### src/rtl/core/rua_pkg.sv
`default_nettype none
package rua_pkg;

    // Sizing
    localparam int NUM_VIEWS     = 8;
    localparam int APPS_PER_VIEW = 16;
    localparam int SLOTS         = NUM_VIEWS * APPS_PER_VIEW;
    localparam int VIEW_W        = (NUM_VIEWS > 1) ? $clog2(NUM_VIEWS) : 1;
    localparam int SLOT_W        = (SLOTS > 1) ? $clog2(SLOTS) : 1;
    localparam int CNT_W         = $clog2(APPS_PER_VIEW + 1);
    localparam int RK_W          = (CNT_W > 4) ? CNT_W : 4;

    // Request kinds
    localparam logic [2:0] K_ACQUIRE = 3'd0;
    localparam logic [2:0] K_RELEASE = 3'd1;
    localparam logic [2:0] K_AVAIL   = 3'd2;
    localparam logic [2:0] K_USAGE   = 3'd3;
    localparam logic [2:0] K_USED    = 3'd4;
    localparam logic [2:0] K_ENTRY   = 3'd5;
    localparam logic [2:0] K_DELETE  = 3'd6;

    // Result status codes
    localparam logic [2:0] ST_OK        = 3'd0;
    localparam logic [2:0] ST_NO_VIEW   = 3'd1;
    localparam logic [2:0] ST_NO_ENTRY  = 3'd2;
    localparam logic [2:0] ST_OVER      = 3'd3;
    localparam logic [2:0] ST_FULL      = 3'd4;
    localparam logic [2:0] ST_PROTECTED = 3'd5;

    // Register indexes
    localparam logic [7:0] REG_CAPACITY = 8'd0;
    localparam logic [7:0] REG_SYSVIEW  = 8'd1;

    typedef struct packed {
        logic load;
        logic prep;
        logic scan_go;
        logic rank_mode;
        logic cand_load;
        logic outer_inc;
        logic found;
        logic finish;
    } cmd_t;

    typedef struct packed {
        logic need_scan;
        logic need_rank;
        logic scan_done;
        logic cand_valid;
        logic rank_hit;
        logic outer_last;
        logic out_busy;
    } stat_t;

endpackage
`default_nettype wire

### src/rtl/core/rua_ctrl.sv
`default_nettype none
module rua_ctrl (
    input  wire logic          aclk,
    input  wire logic          aresetn,
    input  wire logic          in_valid,
    output logic               in_ready,
    input  rua_pkg::stat_t     st,
    output rua_pkg::cmd_t      cmd
);
    import rua_pkg::*;

    localparam logic [2:0] S_IDLE   = 3'd0;
    localparam logic [2:0] S_PREP   = 3'd1;
    localparam logic [2:0] S_SCAN   = 3'd2;
    localparam logic [2:0] S_FETCH  = 3'd3;
    localparam logic [2:0] S_FWAIT  = 3'd4;
    localparam logic [2:0] S_RANK   = 3'd5;
    localparam logic [2:0] S_NEXT   = 3'd6;
    localparam logic [2:0] S_FINISH = 3'd7;

    logic [2:0] state_reg, state_next;

    assign in_ready = (state_reg == S_IDLE);

    // Sequencer
    always_comb begin
        state_next = state_reg;
        cmd        = '0;
        case (state_reg)
            S_IDLE: begin
                if (in_valid) begin
                    cmd.load   = 1'b1;
                    state_next = S_PREP;
                end
            end
            S_PREP: begin
                cmd.prep = 1'b1;
                if (st.need_scan) begin
                    cmd.scan_go = 1'b1;
                    state_next  = S_SCAN;
                end else if (st.need_rank) begin
                    state_next = S_FETCH;
                end else begin
                    state_next = S_FINISH;
                end
            end
            S_SCAN: begin
                if (st.scan_done) state_next = S_FINISH;
            end
            S_FETCH: begin
                state_next = S_FWAIT;
            end
            S_FWAIT: begin
                cmd.cand_load = 1'b1;
                if (st.cand_valid) begin
                    cmd.scan_go   = 1'b1;
                    cmd.rank_mode = 1'b1;
                    state_next    = S_RANK;
                end else begin
                    state_next = S_NEXT;
                end
            end
            S_RANK: begin
                if (st.scan_done) state_next = S_NEXT;
            end
            S_NEXT: begin
                if (st.rank_hit) begin
                    cmd.found  = 1'b1;
                    state_next = S_FINISH;
                end else if (st.outer_last) begin
                    state_next = S_FINISH;
                end else begin
                    cmd.outer_inc = 1'b1;
                    state_next    = S_FETCH;
                end
            end
            S_FINISH: begin
                if (!st.out_busy) begin
                    cmd.finish = 1'b1;
                    state_next = S_IDLE;
                end
            end
            default: state_next = S_IDLE;
        endcase
    end

    always_ff @(posedge aclk) begin
        if (!aresetn) state_reg <= S_IDLE;
        else          state_reg <= state_next;
    end

endmodule
`default_nettype wire

### config.mk
export PLATFORM = sky130hd
export DESIGN_NAME = rua_ctrl
export DESIGN_NICKNAME = d
export VERILOG_FILES = /design/src/rtl/core/rua_pkg.sv /design/src/rtl/core/rua_ctrl.sv
export SDC_FILE = /design/constraint.sdc
export NUM_CORES = 1
export LEC_CHECK = 0
export BUFFER_PORTS_ARGS = -buffer_cell sky130_fd_sc_hd__clkbuf_2
export CORE_AREA = 2 2 39 41
export DETAILED_ROUTE_END_ITERATION = 10
export DIE_AREA = 0 0 41 43
export PLACE_DENSITY = 0.53
export SETUP_SLACK_MARGIN = 0.3
export SLEW_MARGIN = 15
export SYNTH_ARGS = -nofsm -noshare
export SYNTH_HDL_FRONTEND = slang
export SYNTH_SLANG_ARGS = --single-unit
### constraint.sdc
create_clock -name aclk -period 1.5 [get_ports aclk]
set_input_delay 0.15 -clock aclk [delete_from_list [all_inputs] [get_ports aclk]]
set_output_delay 0.15 -clock aclk [all_outputs]
set_load 0.01 [all_outputs]
==> flow_metrics.tcl, run 1 <==
set metrics [dict create \
    n_antenna_cell 0 \
    dp_hpwl_um 636 \
    finalCritPeriodShare_pct 88.2 \
    syn_area_sq_um 294 \
    crit_required_ns 1.35 \
    rows 14 \
    synth_ff_type "dfxtp_1" \
    seqPwrFrac_pct 15.9 \
    clk_latency_ns 0.24 \
    largest_reg_flops 3 \
    max_freq_mhz 756 \
    reg2reg_to "state_reg[1]" \
    grt_start_max_net_pins 9 \
    area_delta_synth_final_pct 115 \
    cts_hold_buf 0 \
    stdcell_count 88 \
    gp_congestion 0.769 \
    comb_power_share_pct 73.6 \
    grt_setup_unrepaired "yes" \
    fin_nets 83 \
    ys_seq_elements 3 \
    syn-instance-count 39 \
    grt_use_total_pct 13.0 \
    synth_enable_flop_cells 0 \
    die_h_um 43 \
    place_inst 73 \
    hold_viol 0 \
    design_area_sq_um 632 \
    cpMaxStageDelayCell "dfxtp_4" \
    arrival_ns 1.17 \
    fin_util_pct 45.7 \
    r2r-start "state_reg[2]" \
    regArea_sq_um 71.3 \
    cts_sinks 3 \
    seq_area_frac_synth_pct 20.4 \
    p_leak_nw 0.326 \
    maxCapViolCount 0 \
    path_clk_slew_ns 0.04 \
    antenna_found_initial 0 \
    startpoint "state_reg[2]" \
    place_area_sq_um 410 \
    worstSetupPathType "reg -> out" \
    fillerInstances 140 \
    slew_violations 0 \
    port-buffer-count 18 \
    power_switching_mw 0.544 \
    cp.depth 4 \
    synthesis.nets 49 \
    grt_pass1_wl_um 1460 \
    setup_tns_ns 0 \
    first_global_vias 371 \
    worstSetupEndpoint "cmd[5]" \
    tightestPinTransition_ns 0.218 \
    postSynthAreaPerCell_sq_um 7.54 \
    drc_errors 0 \
    max_stage_delay_ns 0.35 \
    status "finished clean" \
    drtIter0Drc 6 \
    cp_max_fo 4 \
    crit_family "flip-flops" \
    synthArstFlopShare_pct 0 \
    start_util_pct 21.2 \
    endpoint_kind "output port" \
    critPathLaunchType "flop" \
    h-tree-depth 1 \
    cts_root_buffer "clkbuf_4" \
    slew_headroom_pct 85.4 \
    clk_path_buf_depth 2 \
    core_area_sq_um 1380 \
    firstDrtPassIters 4 \
    powerDensity_nw_per_um2 2200 \
    hold_path_class "in -> reg" \
    wirelength_um 1100 \
    ios 19 \
    cts-buffers-inserted 3 \
    vdd_drop_max_uv 866 \
    finalCriticalPeriod_ns 1.32 \
    grt_overflow 0 \
    die_area_sq_um 1760 \
    vias_per_cell 4.80 \
    vias 422 \
    rr_worst_depth 5 \
    r2r_slack_ns 0.23 \
    multi_input_area_sq_um 260 \
    intPower_mw 0.844 \
    final_antenna_net_count 0 \
    yosys_warnings 0 \
    die_w_um 41 \
    skew_ns 0.00394 \
    ys_types 22 \
    path_cells "nor2b_4 > and3_4 > a21o_1 > buf_2" \
    drive_above_1_share_pct 69.4 \
    p_clk_share_pct 10.5 \
    crit_buf_inv 1 \
    cts_tree "yes" \
    p_sw_share_pct 39.2 \
    wl_per_cell_um 12.5 \
    finalSetupViolCount 0 \
]
==> timing repair <==
| action | in CTS | in global routing |
|---|---|---|
| gates resized for setup | 15 | 21 |
| pin swaps | 7 | 6 |
| buffers inserted | 8 | 3 |
| endpoints found under the setup margin | 10 | 12 |
==> synth_stat cells, types with 2 or more instances <==
cell type,instances,area (sq um)
and3_1,4,25.0
dfxtp_1,3,60.1
nand2_1,3,11.3
o21ai_0,3,15.0
a21o_1,2,15.0
a21oi_1,2,10.0
and2_1,2,12.5
buf_2,2,10.0
inv_1,2,7.51
nor2_1,2,7.51
nor2b_1,2,12.5
nor3b_1,2,15.0
==> worst min-delay path, cell delays in order <==
cell	delay, ns
clkbuf_2	0.10
nand2_1	0.06
a21oi_1	0.04
==> routing by layer <==
| layer | global-route usage [%] | vias to the layer above | share of wire, % |
|---|---|---|---|
| met4 | 10.0 | 0 | 3.1 |
| met3 | 3.14 | 4 | 6.4 |
| met5 | 0 | - | 0 |
| li1 | - | 206 | - |
| met2 | 23.1 | 19 | 56 |
| met1 | 10.9 | 193 | 35 |
==> logic make-up (layout without fill, tap and decap cells) <==
| kind of cell | count (synthesis) | in the layout | share of synthesized area [%] |
|---|---|---|---|
| buffers and inverters | 5 | 38 | 9.79 |
| flip-flops | 3 | 3 | 20.4 |
| XOR/XNOR | 1 | 1 | 2.98 |
| AND/OR/NAND/NOR | 16 | 16 | 30.2 |
| AO/OA/AOI/OAI | 14 | 14 | 36.6 |
==> power by group through the flow <==
stage               Clock, mW  Combinational, mW  Sequential [mW]
global placement            0              0.581            0.189
global route            0.166               1.10            0.227
finish                  0.146               1.02            0.221
CTS                     0.154              0.857            0.213
floorplan                   0              0.454            0.145
detailed placement          0              0.583            0.190
==> placed cells by master, fill, tap and decap left out, drive strengths merged <==
cell / instances
a211o: 1
a211oi: 1
a21o: 2
a21oi: 3
a31oi: 1
and2: 2
and3: 4
buf: 21
clkbuf: 15
dfxtp: 3
inv: 2
nand2: 3
nor2: 2
nor2b: 2
nor3: 1
nor3b: 2
o211a: 1
o211ai: 1
o21ai: 3
o31ai: 1
xor2: 1
==> worst min-delay path by stage <==
stage | start | slack (ns) | to | cells after the start
floorplan | aresetn | 0.27 | state_reg[2] | 2
global placement | aresetn | 0.41 | state_reg[2] | 3
detailed placement | aresetn | 0.40 | state_reg[2] | 3
CTS | aresetn | 0.14 | state_reg[2] | 3
global route | aresetn | 0.15 | state_reg[2] | 3
finish | aresetn | 0.15 | state_reg[2] | 3
==> per-stage QoR <==
step,hold slack (ns),total power [mW],setup WS [ns]
final,0.147,1.39,0.176
after global routing,0.147,1.50,0.112
after CTS,0.138,1.22,0.172
after global placement,0.406,0.770,0.246
after floorplan,0.266,0.599,0.307
after detailed placement,0.399,0.774,0.247
==> final cells by class <==
class,count,share of cell area (%)
multi-input combinational,31,41.2
timing repair buffer,32,39.0
sequential,3,11.3
clock buffer,4,4.16
tap,16,3.17
inverter,2,1.19
Note: power is estimated with default switching activity, not from simulation.
==> run 2: changes to the inputs <==
--- a/config.mk
+++ b/config.mk
@@ -5,11 +5,12 @@
 export SDC_FILE = /design/constraint.sdc
 export NUM_CORES = 1
 export LEC_CHECK = 0
+export ABC_AREA = 1
 export BUFFER_PORTS_ARGS = -buffer_cell sky130_fd_sc_hd__clkbuf_2
 export CORE_AREA = 2 2 39 41
 export DETAILED_ROUTE_END_ITERATION = 10
 export DIE_AREA = 0 0 41 43
-export PLACE_DENSITY = 0.53
+export PLACE_DENSITY = 0.56
 export SETUP_SLACK_MARGIN = 0.3
 export SLEW_MARGIN = 15
 export SYNTH_ARGS = -nofsm -noshare
==> run 2 against run 1 <==
Setup slack gained 0.093 ns. Utilization shrank 0.99 points. Clock skew grew 0.0011 ns. Critical endpoint is now in_ready. Largest cell class unchanged. Highest routed layer unchanged.
==> flow_metrics.tcl, run 2 <==
set metrics [dict create \
    status "finished clean" \
    place_ws_ns 0.347 \
    skew_ns 0.00501 \
    p_sw_share_pct 48.8 \
    start_util_pct 23.3 \
    seq_area_frac_synth_pct 18.6 \
    hold_path_class "in -> reg" \
    stdcell_count 112 \
    drc_errors 0 \
    min_from "aresetn" \
    p_total_mw 1.32 \
    vias_per_cell 4.44 \
    finalCriticalPeriod_ns 1.23 \
    tightestPinTransition_ns 0.189 \
    clk_path_buf_depth 2 \
    hold_viol 0 \
    slew_headroom_pct 87.4 \
    die_w_um 41 \
    wl_per_cell_um 9.72 \
    drtIter0Drc 10 \
    cts_hold_buf 0 \
    largest_reg_flops 3 \
    grt_overflow 0 \
    grt_setup_unrepaired "yes" \
    h-tree-depth 1 \
    cts_sinks 3 \
    fillerInstances 139 \
    synth_top_area_share_pct 19.8 \
    synth_commonest_cells "nand2_1, nor2_1, inv_1, inv_2, nand3_1" \
    worstSetupPathType "reg -> out" \
    syn-instance-count 64 \
    area_delta_synth_final_pct 91.5 \
    vdd_drop_max_uv 1160 \
    gp_congestion 0.807 \
    grt_use_total_pct 13.5 \
    vias 497 \
    rows 14 \
    intPower_mw 0.678 \
    arrival_ns 1.08 \
    firstDrtPassIters 4 \
    die_area_sq_um 1760 \
    setup_tns_ns 0 \
    design_area_sq_um 618 \
    seqPwrFrac_pct 16.7 \
    drive_above_1_share_pct 57.3 \
    p_clk_share_pct 10.6 \
    powerDensity_nw_per_um2 2140 \
    synth_top_area_cell "nand2_1" \
    cts-buffers-inserted 3 \
    power_switching_mw 0.645 \
    crit_required_ns 1.35 \
    holdPathStages 3 \
    comb_power_share_pct 72.7 \
    place_area_sq_um 433 \
    die_h_um 43 \
    port-buffer-count 18 \
    cts_tree "yes" \
    fin_ws_ns 0.269 \
    final_cell_mix "nand2_1, nor2_1, clkbuf_2" \
    synth.most_common_cell "nand2_1" \
    ios 19 \
    yosys_warnings 0 \
    p_leak_nw 0.360 \
    multi_input_area_sq_um 274 \
    synthArstFlopShare_pct 0 \
    final_common_cell "nand2_1" \
    reg2reg_to "state_reg[0]" \
    path_clk_slew_ns 0.03 \
    wirelength_um 1090 \
    final_antenna_net_count 0 \
    finalCritPeriodShare_pct 82.0 \
    cp_max_fo 6 \
    endpoint_kind "output port" \
    synth_enable_flop_cells 0 \
    antenna_found_initial 0 \
    ys_types 14 \
    synth_ff_type "dfxtp_1" \
    maxCapViolCount 0 \
    grt_start_max_net_pins 8 \
    clk_latency_ns 0.23 \
    finalSetupViolCount 0 \
    rr_worst_depth 8 \
    r2r_slack_ns 0.31 \
    regArea_sq_um 71.3 \
    ys_top_cells_by_area "nand2_1, dfxtp_1, nor2_1, inv_1, nand3_1" \
    slew_violations 0 \
    place_inst 98 \
    synthesis.nets 74 \
    r2r-start "state_reg[0]" \
    n_antenna_cell 0 \
    core_area_sq_um 1380 \
    critPathLaunchType "flop" \
    syn_area_sq_um 323 \
    grt_pass1_wl_um 1640 \
    max_freq_mhz 813 \
    first_global_vias 461 \
    min_to "state_reg[1]" \
    postSynthAreaPerCell_sq_um 5.04 \
    dp_hpwl_um 677 \
    ys_seq_elements 3 \
    fin_nets 107 \
    cts_root_buffer "clkbuf_4" \
]
[run 2: worst max path at each step]
stage                 start            to  slack [ns]  cells after the start
2_1_floorplan  state_reg[0]        cmd[5]        0.42                      5
3_3_place_gp   state_reg[1]  state_reg[2]        0.35                      8
3_5_place_dp   state_reg[0]        cmd[5]        0.35                      6
4_1_cts        state_reg[1]        cmd[5]        0.26                      6
5_1_grt        state_reg[1]        cmd[5]        0.20                      6
6_report       state_reg[1]      in_ready        0.27                      5
[run 2: routing by layer]
layer  vias up  track usage [%]  share of wire (%)
met1       226             13.1                 37
met2        10             22.5                 55
met4         0             8.00                3.4
li1        257                -                  -
met5         -                0                  0
met3         4             5.24                4.0
[run 2: power by group through the flow]
| stage | logic, mW | registers (mW) | clock network (mW) |
|---|---|---|---|
| final | 0.962 | 0.221 | 0.140 |
| after CTS | 0.776 | 0.214 | 0.143 |
| after global routing | 1.05 | 0.227 | 0.150 |
| after global placement | 0.583 | 0.183 | 0 |
| after floorplan | 0.431 | 0.169 | 0 |
| after detailed placement | 0.576 | 0.181 | 0 |
[run 2: cells by family after synthesis]
logic type	after synthesis	share of synthesized area, %
compound gates	4	6.20
flops	3	18.6
simple gates	44	60.1
buf+inv	13	15.1
[run 2: per-stage QoR]
stage	utilization (%)	hold slack [ns]
after floorplan	-	0.271
after detailed placement	31.3	0.395
after global routing	44.7	0.163
final	44.7	0.150
after global placement	31.3	0.398
after CTS	40.2	0.143
[run 2: final cells by class]
cell class,count,area share [%]
clock buffers,4,4.25
inverters,13,8.70
multi-input cells,48,44.3
well taps,16,3.24
flip-flops and latches,3,11.5
repair buffers,28,27.9
[run 2: what timing repair did]
action / in CTS / in global routing
setup buffers: 7 / 3
resized for setup: 17 / 18
pin swaps: 2 / 4
setup endpoints to repair: 9 / 11
cloned: 0 / 0
[run 2: critical path, cell delays in order (launching register included)]
cell,delay (ns)
dfxtp_4,0.37
inv_4,0.08
buf_4,0.11
nand2_4,0.06
nor2_4,0.11
buf_2,0.13
